[config.mk]
export PLATFORM = sky130hd
export DESIGN_NAME = ibd_ctrl
export DESIGN_NICKNAME = d
export VERILOG_FILES = /design/src/design/ibd_pkg.sv /design/src/design/ibd_ctrl.sv
export SDC_FILE = /design/constraint.sdc
export NUM_CORES = 1
export LEC_CHECK = 0
export ABC_CLOCK_PERIOD_IN_PS = 1650
export BUFFER_PORTS_ARGS = -buffer_cell sky130_fd_sc_hd__buf_2
export CAP_MARGIN = 20
export CELL_PAD_IN_SITES_DETAIL_PLACEMENT = 0
export CELL_PAD_IN_SITES_GLOBAL_PLACEMENT = 2
export CORE_MARGIN = 2
export CORE_UTILIZATION = 32
export CTS_CLUSTER_DIAMETER = 200
export CTS_CLUSTER_SIZE = 12
export DETAILED_ROUTE_END_ITERATION = 8
export HOLD_SLACK_MARGIN = 0.02
export PLACE_DENSITY = 0.73
export SYNTH_ARGS = -nofsm -noshare
export SYNTH_HDL_FRONTEND = slang
export SYNTH_SLANG_ARGS = --single-unit
[constraint.sdc]
create_clock -name clk_i -period 1.65 [get_ports clk_i]
set_input_delay 0.2475 -clock clk_i [delete_from_list [all_inputs] [get_ports clk_i]]
set_output_delay 0.2475 -clock clk_i [all_outputs]
set_load 0.05 [all_outputs]
[src/design/ibd_pkg.sv]
// Shared types, constants and register codes for the image box downscaler.
`timescale 1ns / 1ps

package ibd_pkg;

  localparam int MaxWidth   = 2048;
  localparam int StoreDepth = MaxWidth / 2;
  localparam int ColW       = $clog2(MaxWidth);
  localparam int BlkW       = $clog2(StoreDepth);
  localparam int WidthW     = 12;
  localparam int PixW       = 16;
  localparam int SumW       = 20;
  localparam int CntW       = 5;
  localparam int DivSteps   = SumW;
  localparam int StepW      = $clog2(DivSteps);
  localparam int CfgIdxW    = 2;
  localparam int CfgDataW   = WidthW;

  // configuration register indexes
  localparam logic [CfgIdxW-1:0] RegScale = 2'd0;
  localparam logic [CfgIdxW-1:0] RegDepth = 2'd1;
  localparam logic [CfgIdxW-1:0] RegWidth = 2'd2;

  // scale codes
  localparam logic [1:0] ScaleNone = 2'd0;
  localparam logic [1:0] Scale2x2  = 2'd1;
  localparam logic [1:0] Scale4x4  = 2'd2;

  localparam logic [WidthW-1:0] WidthReset = 12'd640;

  typedef struct packed {
    logic [PixW-1:0] pixel_value;
    logic            frame_end;
  } in_item_t;

  typedef struct packed {
    logic [PixW-1:0] binned_value;
    logic            row_end;
    logic            frame_done;
  } out_item_t;

  // controller to datapath
  typedef struct packed {
    logic take;
    logic calc;
    logic div_step;
    logic load_out;
  } dp_cmd_t;

  // datapath to controller
  typedef struct packed {
    logic pass;
    logic emit;
    logic need_div;
    logic out_free;
  } dp_stat_t;

endpackage

[src/design/ibd_ctrl.sv]
// Controller: sequences accept, store update, divide and output load per item.
`timescale 1ns / 1ps

module ibd_ctrl (
  input  logic              clk_i,
  input  logic              rst_ni,
  input  logic              in_valid_i,
  output logic              in_stall_o,
  input  ibd_pkg::dp_stat_t stat_i,
  output ibd_pkg::dp_cmd_t  cmd_o
);
  import ibd_pkg::*;

  typedef enum logic [3:0] {
    StIdle = 4'b0001,
    StCalc = 4'b0010,
    StDiv  = 4'b0100,
    StOut  = 4'b1000
  } state_e;

  localparam logic [StepW-1:0] StepLast = StepW'(DivSteps - 1);

  state_e          state_q, state_d;
  logic [StepW-1:0] cnt_q, cnt_d;

  always_comb begin
    state_d = state_q;
    cnt_d   = cnt_q;
    cmd_o   = '0;
    case (state_q)
      StIdle: begin
        if (in_valid_i) begin
          cmd_o.take = 1'b1;
          state_d    = stat_i.pass ? StOut : StCalc;
        end
      end
      StCalc: begin
        cmd_o.calc = 1'b1;
        cnt_d      = '0;
        if (!stat_i.emit) begin
          state_d = StIdle;
        end else if (stat_i.need_div) begin
          state_d = StDiv;
        end else begin
          state_d = StOut;
        end
      end
      StDiv: begin
        cmd_o.div_step = 1'b1;
        cnt_d          = cnt_q + StepW'(1);
        if (cnt_q == StepLast) begin
          state_d = StOut;
        end
      end
      StOut: begin
        if (stat_i.out_free) begin
          cmd_o.load_out = 1'b1;
          state_d        = StIdle;
        end
      end
      default: begin
        state_d = StIdle;
      end
    endcase
  end

  always_ff @(posedge clk_i or negedge rst_ni) begin
    if (!rst_ni) begin
      state_q <= StIdle;
      cnt_q   <= '0;
    end else begin
      state_q <= state_d;
      cnt_q   <= cnt_d;
    end
  end

  assign in_stall_o = (state_q != StIdle);

  a_load_free: assert property (@(posedge clk_i) disable iff (!rst_ni)
    cmd_o.load_out |-> stat_i.out_free)
    else $error("output register overwritten while full");

  a_div_len: assert property (@(posedge clk_i) disable iff (!rst_ni)
    (state_q == StDiv && cnt_q == StepLast) |=> (state_q == StOut))
    else $error("divide did not finish after its last step");

endmodule

==> Word level (Yosys, flattened, before mapping) <==
Cells that the tools add are included.
{ "op_classes": {"addsub": 1, "n_eq_ne": 9, "mux": 14, "reduce_logical": 2} }
{ "op_table": {"columns": ["operator", "count"], "rows": [
  ["$mux 4", 6],
  ["$pmux 4 s4", 1],
  ["$pmux 5 s2", 1],
  ["$mux 1", 6],
  ["$ne 2x2->1 const B", 3],
  ["$add 5x1->5 const B", 1],
  ["$eq 5x5->1 const B", 1],
  ["$eq 4x1->1 const B", 1],
  ["$eq 4x2->1 const B", 1],
  ["$eq 4x3->1 const B", 1],
  ["$eq 4x4->1 const B", 1],
  ["$ne 4x1->1 const B", 1],
  ["$reduce_and 3->1", 1],
  ["$reduce_bool 2->1", 1]
]} }
{ "totals": {"register_bits": 9, "input_bits": 7, "out_inout_bits": 5, "word_cells": 28} }

==> Depth between registers and ports, before layout <==
Gate-level depths: netlist of run 1.
{ "logic_depth": {"depth_word": 3, "mapped_depth": 5, "ltp_nobuf": 4} }

==> Worst setup path before layout of run 1 <==
OpenSTA, ideal clock, no wires.
{ "synth_timing": {"path_kind": "register to register", "from": "register state_q[2]", "to": "register cnt_q[0]", "setup_time_ps": 125, "arrival_ps": 2069, "t_required_ps": 1525, "slack_ps": -544, "path_stages_with_launch": 5, "n_path_buf": 1, "period_less_slack_ps": 2194, "path_cell_list": "dfrtp_1 clkbuf_1 nor4b_2 nor2_1 mux2_2"} }
{ "synth_via": {"elab_chain_len": 2, "elab_cells_between_ends": 4, "classes_between": "eq/ne: 2; mux: 1; reduce/logical: 1"} }
{ "synth_rtl": {"columns": ["element", "line", "rtl"], "rows": [
  ["start: declaration", "ibd_ctrl.sv:23", "state_e state_q, state_d;"],
  ["start signal: assignment", "ibd_ctrl.sv:69", "state_q <= StIdle;"],
  ["start signal: assignment", "ibd_ctrl.sv:72", "state_q <= state_d;"],
  ["$eq 4x3->1 or $eq 4x2->1 (tied branches)", "ibd_ctrl.sv:30", "case (state_q)"],
  ["$pmux 5 s2 or $reduce_bool 2->1 (tied branches)", null, null],
  ["end signal: assignment", "ibd_ctrl.sv:73", "cnt_q <= cnt_d;"],
  ["end: declaration", "ibd_ctrl.sv:24", "logic [StepW-1:0] cnt_q, cnt_d;"]
]} }
Several ways; a longest one is shown, not always the timed one.
A chain may end at the register's enable or synchronous reset.

==> results of run 1 <==
==> final cells by class <==
class / instances / area [sq um]
timing repair buffer: 22 / 178.9
clock buffer: 4 / 26.28
inverter: 1 / 3.754
multi-input combinational: 37 / 324.1
fill: 170 / 885.9
tap: 17 / 21.27
sequential: 9 / 230.2
==> worst max-delay path by stage <==
stage,end,slack [ps],cells past startpoint
finish,cmd_o[2],40,4
global route,cmd_o[0],-30,4
CTS,in_stall_o,-6,4
detailed placement,cmd_o[3],130,3
global placement,cmd_o[3],140,3
floorplan,cnt_q[0]$_DFFE_PN0P_,-220,4
==> sequential cells by signal, indices dropped and copies added, names as in the netlist <==
name and count:
state_q 4, cnt_q 5
==> metal layers <==
| metal | wire, microns | share of wire (%) |
|---|---|---|
| met2 | 553 | 46 |
| met4 | 12 | 1.0 |
| met3 | 31 | 2.6 |
| met1 | 604 | 50 |
| met5 | 0 | 0 |
==> cell families (layout without fill, tap and decap cells) <==
logic type      after synthesis  after routing
simple gates                 22             22
mux                           3              3
compound gates               10             10
fa+ha+maj                     1              1
buf+inv                       5             27
xor+xnor                      1              1
flops                         9              9
==> stage by stage <==
stage                     total power, mW  cell area (sq um)  setup TNS [ps]  hold slack, ps  setup slack, ps
after floorplan                    0.6642              566.8           -1074          -48.09           -218.8
after global placement             0.7941              671.9               0           112.4            139.1
after detailed placement           0.7914              671.9               0           111.9            127.1
after CTS                           1.017              744.5          -5.877           147.2           -5.877
after global routing                1.164              784.5          -54.71           139.1           -25.84
final                               1.090              784.5               0           155.0            43.01
==> synth_stat cells, drive strengths merged <==
library cell  n  share of area (%)
inv           1               0.68
nand2         1               0.68
nand4         1                1.1
dfstp         1                4.8
a21boi        1                1.4
o21ai         1               0.90
clkbuf        1               0.68
o31ai         1                1.4
nand2b        2                2.3
a22o          3                4.8
ha            1                2.3
buf           3                5.0
nand3b        2                2.7
dfrtp         8                 36
mux2i         2                3.6
a21oi         1               0.90
a31o          1                1.6
nor4b         3                8.6
xnor2         1                1.6
and2          1                1.1
and4b         1                1.8
nor2          4                2.7
or4           1                1.4
o41ai         1                1.6
mux2          1                2.0
nand3         1               0.90
nor2b         4                4.5
nor3b         1                1.4
a311oi        1                1.6
==> power groups by stage <==
| stage | sequential [mW] | clock (mW) | combinational, mW |
|---|---|---|---|
| floorplan | 0.282 | 0 | 0.382 |
| global placement | 0.315 | 0 | 0.479 |
| detailed placement | 0.317 | 0 | 0.474 |
| CTS | 0.329 | 0.174 | 0.514 |
| global route | 0.336 | 0.194 | 0.634 |
| finish | 0.329 | 0.169 | 0.593 |
==> timing repair <==
| action | 4_1_cts | 5_1_grt |
|---|---|---|
| buffers inserted | 0 | 2 |
| hold endpoints to repair | 8 | 0 |
| resized for setup | 11 | 10 |
| setup endpoints to repair | 5 | 5 |
| hold buffers | 1 | 0 |
| pin swaps | 2 | 4 |
| gates cloned | 0 | 0 |
==> summary.md, run 1 <==
| Metric | Value |
|---|---|
| Fin crit period | `1607 ps` |
| CP dominant cell by count | `buf_4` |
| Cell count of the worst reg-to-reg path | `6` |
| Synth-to-Final Area Change | `41.86%` |
| CP Capture Type | `primary output` |
| Syn Nets | `59` |
| Post-synth cell types | `32` |
| Tcrit/Tclk final | `97.39%` |
| Power Internal | `651.8 uW` |
| Final Hold Viols | `0` |
| Worst-path clk slew | `60 ps` |
| Tot GR Track Use | `14.45%` |
| Vias per inst | `just over 5` |
| Global-route met2 utilization | `19.44%` |
| Adder-cell share of the synthesized area | `2.262%` |
| HP Start | `stat_i[3]` |
| # nets final | `82` |
| Worst stage delay on the critical path | `370 ps` |
| RR Endpoint | `state_q[3]$_DFFE_PN0P_` |
| Setup CP Type | `reg2out` |
| Most frequent cells in the layout | `buf_4, buf_2, dfrtp_1` |
| Placed cells | `83` |
| CTS H-tree lvls | `1` |
| CP Buf/Inv Count | `3` |
| R2r setup slk | `140 ps` |
| CP Data Arrival Time | `1360 ps` |
| Number of global-route vias before repair | `411` |
| Ant. Diodes | `0` |
| NetSw | `438.3 uW` |
| Mapped Area | `553.0 sq um` |
| Initial antenna violation count | `0` |
| Worst reg2reg startpoint | `state_q[0]$_DFFE_PN1P_` |
| M3 GR Usage | `5.952%` |
| CP startpoint kind | `flip-flop` |
| Routed len/inst | `around 13 microns` |
| Mux contribution to synthesized area | `5.656%` |
| Power Density | `1390 nW/um^2` |
| Worst path cell trace | `buf_4 > nor4b_4 > buf_4 > buf_8` |
| Post-synthesis sequential area ratio | `between 40% and 50%` |
| Sink Count | `9` |
| Fin Clk Skew | `0.8429 ps` |
| Post-DP HPWL | `901.8 microns` |
| Worst EP required | `1400 ps` |
| Ratio of cells with drive above 1 in the final layout | `50.68%` |
| Max_cap viols | `0` |
| Syn Area/Cell | `roughly 11 sq um` |
| Worst slew margin | `79.61%` |
| Non-filler cells in the finished layout | `90` |
| Worst-path maximum fanout | `5` |
| Complex-gate fraction of the synthesized area | `14.03%` |
| Global route hottest layer | `met1` |
| # DRC | `0` |
| Comb pwr share | `roughly 54%` |
| Yosys reg bits | `9` |
| Top-level I/O count | `12` |
| Clock buffer depth | `2` |
| Setup-failing EPs final | `0` |
| Die ar. | `2077 sq um` |
| Root Buffer | `clkbuf_4` |
| Post-synthesis xor/xnor area fraction | `1.584%` |
| Chip width | `45.57 microns` |
| Max Slew Vio Count | `0` |
| Largest net degree at the start of global routing | `10` |
| M1 GR Usage | `20.44%` |
| Number of port buffers | `11` |
| Syn. warnings | `0` |
| CP max-delay cell | `dfstp_2` |
| Total grt overflow | `0` |
| Core Region | `1670 sq um` |
| ANT nets after route | `0` |
| Worst slew pin tran | `304.5 ps` |
| Chip Height | `45.57 microns` |
| CTS buffer count | `3` |
| Peak VDD IR | `0.5486 mV` |
| 1st-iter DRT viols | `7` |
| Fmax | `622.3 MHz` |
| CTS tree | `done` |
| Synth Instances | `51` |
| Vias | `between 400 and 500` |
| Worst Hold Class | `in2reg` |
| Hold Path Depth | `2` |
| DR pass1 iterations | `4` |
| Final Util | `46.97%` |
| Sequential power share | `30.1%` |
| Sw Ratio | `40.21%` |
| Largest family of logic cells by synthesized area | `simple AND/OR/NAND/NOR gates` |
| WL final | `1200 microns` |
| Worst Hold End | `state_q[1]$_DFFE_PN0P_` |
| Worst-skew pair later-pin latency | `between 200 and 300 ps` |
| Site Rows | `15` |
| GPL Wtd Cong | `slightly above 0.7` |
| Most common cell after layout, fill and taps aside | `buf_4` |
| CP delay by family, top | `buffers and inverters` |
| Status | `finished clean` |
| Synth Area in Simple Gates | `between 20% and 30%` |
| Initial core utilization | `33.11%` |
| RSZ-0062 raised after global routing | `true` |
| Static Leak | `between 0.3 and 0.4 nW` |
| Crit path launch | `state_q[0]$_DFFE_PN1P_` |
| First-pass GRT wire length | `between 1500 and 2000 microns` |
| Clock power frac | `roughly 16%` |
(Power assumes the default switching activity.)
==> run 2: changes to the inputs <==
ABC_CLOCK_PERIOD_IN_PS = 1500   (was 1650)
CTS_CLUSTER_SIZE = unset   (was 12)
clock period = 1.5 ns   (was 1.65 ns; I/O delays follow)
==> summary.md, run 2 (same netlist as run 1, synthesis figures left out) <==
| Metric | Value |
|---|---|
| Status | `finished, violations left` |
| Failing checks | `setup timing` |
| Most frequent cells in the layout | `buf_4, buf_6, dfrtp_1, buf_2, nor2b_1` |
| RSZ-0062 raised after global routing | `true` |
| Fin Clk Skew | `4.596 ps` |
| Worst Hold Class | `in2reg` |
| WL met2 | `659 microns` |
| Total grt overflow | `0` |
| WL final | `about 1300 microns` |
| Met1 WL | `589 microns` |
| Most common cell after layout, fill and taps aside | `buf_4` |
| Post-DP HPWL | `~950 microns` |
| CP Data Arrival Time | `1380 ps` |
| Fmax | `a little over 600 MHz` |
| Die ar. | `2077 sq um` |
| Register with the highest flop count | `cnt_q` |
| ANT nets after route | `0` |
| Vias per inst | `5.113` |
| Post-DP Area | `694.4 sq um` |
| Largest net degree at the start of global routing | `10` |
| Peak VDD IR | `1.383 mV` |
| CP startpoint kind | `flip-flop` |
| Setup-failing EPs final | `8` |
| Site Rows | `15` |
| Max_cap viols | `0` |
| Post-route design area | `~900 sq um` |
| Worst stage delay on the critical path | `about 460 ps` |
| CP max-delay cell | `dfrtp_2` |
| Power Internal | `789.7 uW` |
| Max Slew Vio Count | `0` |
| Chip Height | `45.57 microns` |
| CTS buffer count | `3` |
| CP delay by family, top | `flip-flops` |
| Ratio of cells with drive above 1 in the final layout | `between 50% and 60%` |
| Worst path cell trace | `buf_6 > nor4b_4 > buf_6` |
| GPL Wtd Cong | `about 0.74` |
| CTS tree | `done` |
| Setup WS post-layout | `-105.8 ps` |
| Tot GR Track Use | `15.32%` |
| Sw Ratio | `39.33%` |
| Met3 Wirelength | `around 45 microns` |
| # nets final | `between 80 and 90` |
| Worst-path maximum fanout | `4` |
| 1st-iter DRT viols | `7` |
| Worst slew margin | `between 80% and 90%` |
| Clock buffer depth | `2` |
| Worst EP required | `1270 ps` |
| Root Buffer | `clkbuf_4` |
| Tcrit/Tclk final | `107.1%` |
| Final Hold Viols | `0` |
| # DRC | `0` |
| Comb pwr share | `58.5%` |
| Sequential power share | `26.9%` |
| DR pass1 iterations | `3` |
| Core Region | `between 1500 and 2000 sq um` |
| First-pass GRT wire length | `2242 microns` |
| Power Density | `1484 nW/um^2` |
| Initial antenna violation count | `0` |
| Placed cells | `85` |
| CP dominant cell by count | `buf_6` |
| Non-filler cells in the finished layout | `97` |
| Fillcell total | `150` |
| Worst slew pin tran | `~290 ps` |
| Top Metal Used | `met4` |
| CP Capture Type | `primary output` |
| CP Buf/Inv Count | `2` |
| Ant. Diodes | `0` |
| Synth-to-Final Area Change | `58.60%` |
| Sink Count | `9` |
| Fin crit period | `around 1600 ps` |
| Max reg flops | `5` |
| Biggest regs | `cnt_q (5), state_q (4)` |
| Hold_ws | `130.9 ps` |
| Worst-skew pair later-pin latency | `260 ps` |
| Number of global-route vias before repair | `492` |
| Worst-path clk slew | `~60 ps` |
| Initial core utilization | `between 30% and 40%` |
| NetSw | `511.9 uW` |
| Clock power frac | `14.6%` |
| CTS H-tree lvls | `1` |
| Vias | `496` |
| Chip width | `~46 microns` |
| Routed len/inst | `around 13 microns` |
| Number of port buffers | `11` |
| Top-level I/O count | `12` |
| Setup CP Type | `reg2out` |
| Static Leak | `0.4113 nW` |
run 2: cell types whose count changed in the layout (fill, tap and decap cells not counted), sizes merged:
cell / previous run / this run
buf: 21 / 28
run 2: final timing paths:
| check | cells after the start | start | end | slack, ps |
|---|---|---|---|---|
| worst max-delay path | 3 | state_q[3]$_DFFE_PN0P_ | cmd_o[2] | -110 |
| worst min-delay path | 2 | stat_i[3] | state_q[1]$_DFFE_PN0P_ | 130 |
| worst max register to register | 6 | state_q[3]$_DFFE_PN0P_ | cnt_q[2]$_DFFE_PN0P_ | -50 |
| worst min register to register | 1 | cnt_q[4]$_DFFE_PN0P_ | cnt_q[4]$_DFFE_PN0P_ | 470 |
| max in group asynchronous | 2 | rst_ni | state_q[0]$_DFFE_PN1P_ | 900 |
| min in group asynchronous | 2 | rst_ni | cnt_q[3]$_DFFE_PN0P_ | 350 |
run 2: area by class of cell:
cell class | instances | area (sq um) | area share (%)
multi-input combinational | 37 | 354.1 | 40.37
timing repair buffer | 29 | 242.7 | 27.67
sequential | 9 | 229.0 | 26.11
tap | 17 | 21.27 | 2.425
inverter | 1 | 3.754 | 0.4280
clock buffer | 4 | 26.28 | 2.996
run 2: metrics by stage:
stage / worst slack [ps] / setup TNS (ps) / utilization (%) / total power, mW
finish: -105.8 / -490.1 / 52.51 / 1.302
global route: -196.8 / -1228 / 52.51 / 1.387
CTS: -116.4 / -491.8 / 50.19 / 1.265
detailed placement: 0.8563 / 0 / 41.57 / 0.8910
global placement: 3.482 / 0 / 41.57 / 0.8933
floorplan: -368.8 / -2161 / - / 0.7504
run 2: what timing repair did:
item,CTS,global route
hold buffers,1,0
gates resized for setup,19,6
endpoints found under the hold margin,8,0
pin swaps,3,8
gates cloned,0,0
setup buffers,6,1
setup endpoints to repair,5,12
run 2: per-layer routing:
layer,vias up,track usage [%]
met2,13,24.23
li1,247,-
met1,234,19.56
met5,-,0
met3,2,2.381
met4,0,8.824
run 2: power by group through the flow:
stage	clock network, mW	logic [mW]	registers (mW)
after CTS	0.198	0.724	0.343
after global routing	0.214	0.814	0.359
after floorplan	0	0.440	0.310
after detailed placement	0	0.554	0.337
final	0.190	0.761	0.350
after global placement	0	0.556	0.337
==> run 3: changes to the inputs <==
ABC_CLOCK_PERIOD_IN_PS = 1580   (was 1500)
clock period = 1.58 ns   (was 1.5 ns; I/O delays follow)
==> summary.md, run 3 (same netlist as run 1, synthesis figures left out) <==
| Metric | Value |
|---|---|
| Status | `finished, violations left` |
| Failing checks | `setup timing` |
| Chip Height | `45.57 microns` |
| CTS H-tree lvls | `1` |
| Comb pwr share | `57.7%` |
| Setup WS post-layout | `-11.53 ps` |
| Post-DP HPWL | `849.7 microns` |
| Fin Clk Skew | `7.766 ps` |
| Number of port buffers | `11` |
| Worst slew pin tran | `281.0 ps` |
| Die ar. | `roughly 2100 sq um` |
| Worst path cell trace | `nor4b_4 > buf_4 > inv_2 > buf_6` |
| Fillcell total | `around 160` |
| Power Internal | `731.6 uW` |
| # DRC | `0` |
| Initial antenna violation count | `0` |
| Post-route design area | `approximately 810 sq um` |
| Static Leak | `0.3719 nW` |
| Fmax | `628.3 MHz` |
| Site Rows | `15` |
| Tcrit/Tclk final | `100.7%` |
| CP Capture Type | `primary output` |
| First-pass GRT wire length | `approximately 1900 microns` |
| Clock buffer depth | `2` |
| Number of global-route vias before repair | `467` |
| Worst-path maximum fanout | `3` |
| Largest net degree at the start of global routing | `10` |
| CP Data Arrival Time | `1350 ps` |
| Synth-to-Final Area Change | `47.29%` |
| Worst slew margin | `81.02%` |
| Biggest regs | `cnt_q (5), state_q (4)` |
| Worst EP required | `1340 ps` |
| Core Region | `between 1500 and 2000 sq um` |
| # nets final | `83` |
| Sink Count | `9` |
| Clock power frac | `15.1%` |
| CTS buffer count | `3` |
| Setup-failing EPs final | `2` |
| NetSw | `473.4 uW` |
| Post-DP Area | `656.9 sq um` |
| Ant. Diodes | `0` |
| ANT nets after route | `0` |
| Vias per inst | `5.231` |
| Final Hold Viols | `0` |
| Fin crit period | `1592 ps` |
| CP delay by family, top | `flip-flops` |
| Max reg flops | `5` |
| Root Buffer | `clkbuf_4` |
| CP max-delay cell | `dfstp_2` |
| Max_cap viols | `0` |
| Total grt overflow | `0` |
| Setup WS pre-CTS | `approximately 26 ps` |
| Most frequent cells in the layout | `buf_6, dfrtp_1, buf_2, buf_4, nor2b_1` |
| Most common cell after layout, fill and taps aside | `buf_6` |
| Worst Hold Class | `in2reg` |
| Power Density | `1479 nW/um^2` |
| 1st-iter DRT viols | `2` |
| Register with the highest flop count | `cnt_q` |
| CTS tree | `done` |
| CP startpoint kind | `flip-flop` |
| Placed cells | `81` |
| Ratio of cells with drive above 1 in the final layout | `about half` |
| Max Slew Vio Count | `0` |
| CP Buf/Inv Count | `3` |
| RSZ-0062 raised after global routing | `true` |
| DR pass1 iterations | `2` |
| Non-filler cells in the finished layout | `just over 90` |
| Setup CP Type | `reg2out` |
| Top-level I/O count | `12` |
| Sequential power share | `27.2%` |
| Sw Ratio | `39.29%` |
| Hold_ws | `151.0 ps` |
| Worst stage delay on the critical path | `around 550 ps` |
| Worst-path clk slew | `70 ps` |
| Worst-skew pair later-pin latency | `270 ps` |
| Chip width | `around 46 microns` |
| GPL Wtd Cong | `0.7190` |
| Routed len/inst | `roughly 13 microns` |
| Vias | `476` |
| Initial core utilization | `33.11%` |
| Tot GR Track Use | `13.88%` |
| Peak VDD IR | `0.5143 mV` |
| WL final | `~1200 microns` |
==> run 3: cell count changes in the layout (fill, tap and decap cells not counted), sizes merged <==
cell | previous run | this run
buf | 28 | 22
==> run 3: routing by layer <==
| metal | vias up | part of all wire, % | global-route usage, % |
|---|---|---|---|
| li1 | 234 | - | - |
| met1 | 235 | 46 | 15.76 |
| met2 | 5 | 49 | 21.97 |
| met3 | 2 | 4.1 | 7.143 |
| met4 | 0 | 1.2 | 5.294 |
| met5 | - | 0 | 0 |
==> run 3: repair_timing <==
action / 4_1_cts / 5_1_grt
hold endpoints to repair: 8 / 0
buffers inserted: 5 / 0
gates cloned: 0 / 0
pin swaps: 2 / 4
hold buffers: 1 / 0
endpoints found under the setup margin: 5 / 8
gates resized for setup: 23 / 2
==> run 3: worst paths after layout <==
path,cells past startpoint,slack (ps),endpoint,start
setup / recovery,4,-10,in_stall_o,state_q[0]$_DFFE_PN1P_
hold / removal,2,150,state_q[1]$_DFFE_PN0P_,stat_i[3]
setup reg to reg,4,60,state_q[3]$_DFFE_PN0P_,state_q[3]$_DFFE_PN0P_
hold reg to reg,1,480,cnt_q[4]$_DFFE_PN0P_,cnt_q[4]$_DFFE_PN0P_
max in group asynchronous,2,990,state_q[0]$_DFFE_PN1P_,rst_ni
min in group asynchronous,2,350,cnt_q[3]$_DFFE_PN0P_,rst_ni
==> run 3: per-stage QoR <==
step | util, % | total power [mW] | setup TNS (ps)
final | 48.76 | 1.205 | -20.16
after global routing | 48.76 | 1.273 | -315.5
after CTS | 48.24 | 1.198 | -83.26
after detailed placement | 39.33 | 0.8063 | 0
after global placement | 39.33 | 0.8115 | 0
after floorplan | - | 0.6937 | -1564
==> run 3: cell type report <==
cell class / count / area, sq um / share of cell area [%]
multi-input cells: 37 / 329.1 / 40.40
flip-flops and latches: 9 / 229.0 / 28.11
well taps: 17 / 21.27 / 2.611
clock buffers: 4 / 26.28 / 3.226
inverters: 1 / 3.754 / 0.4608
repair buffers: 23 / 205.2 / 25.19
==> run 3: power groups by stage <==
stage	clock network [mW]	logic, mW	registers, mW
after detailed placement	0	0.488	0.319
after global routing	0.197	0.742	0.335
after global placement	0	0.494	0.318
after CTS	0.186	0.684	0.327
after floorplan	0	0.399	0.294
final	0.181	0.695	0.328
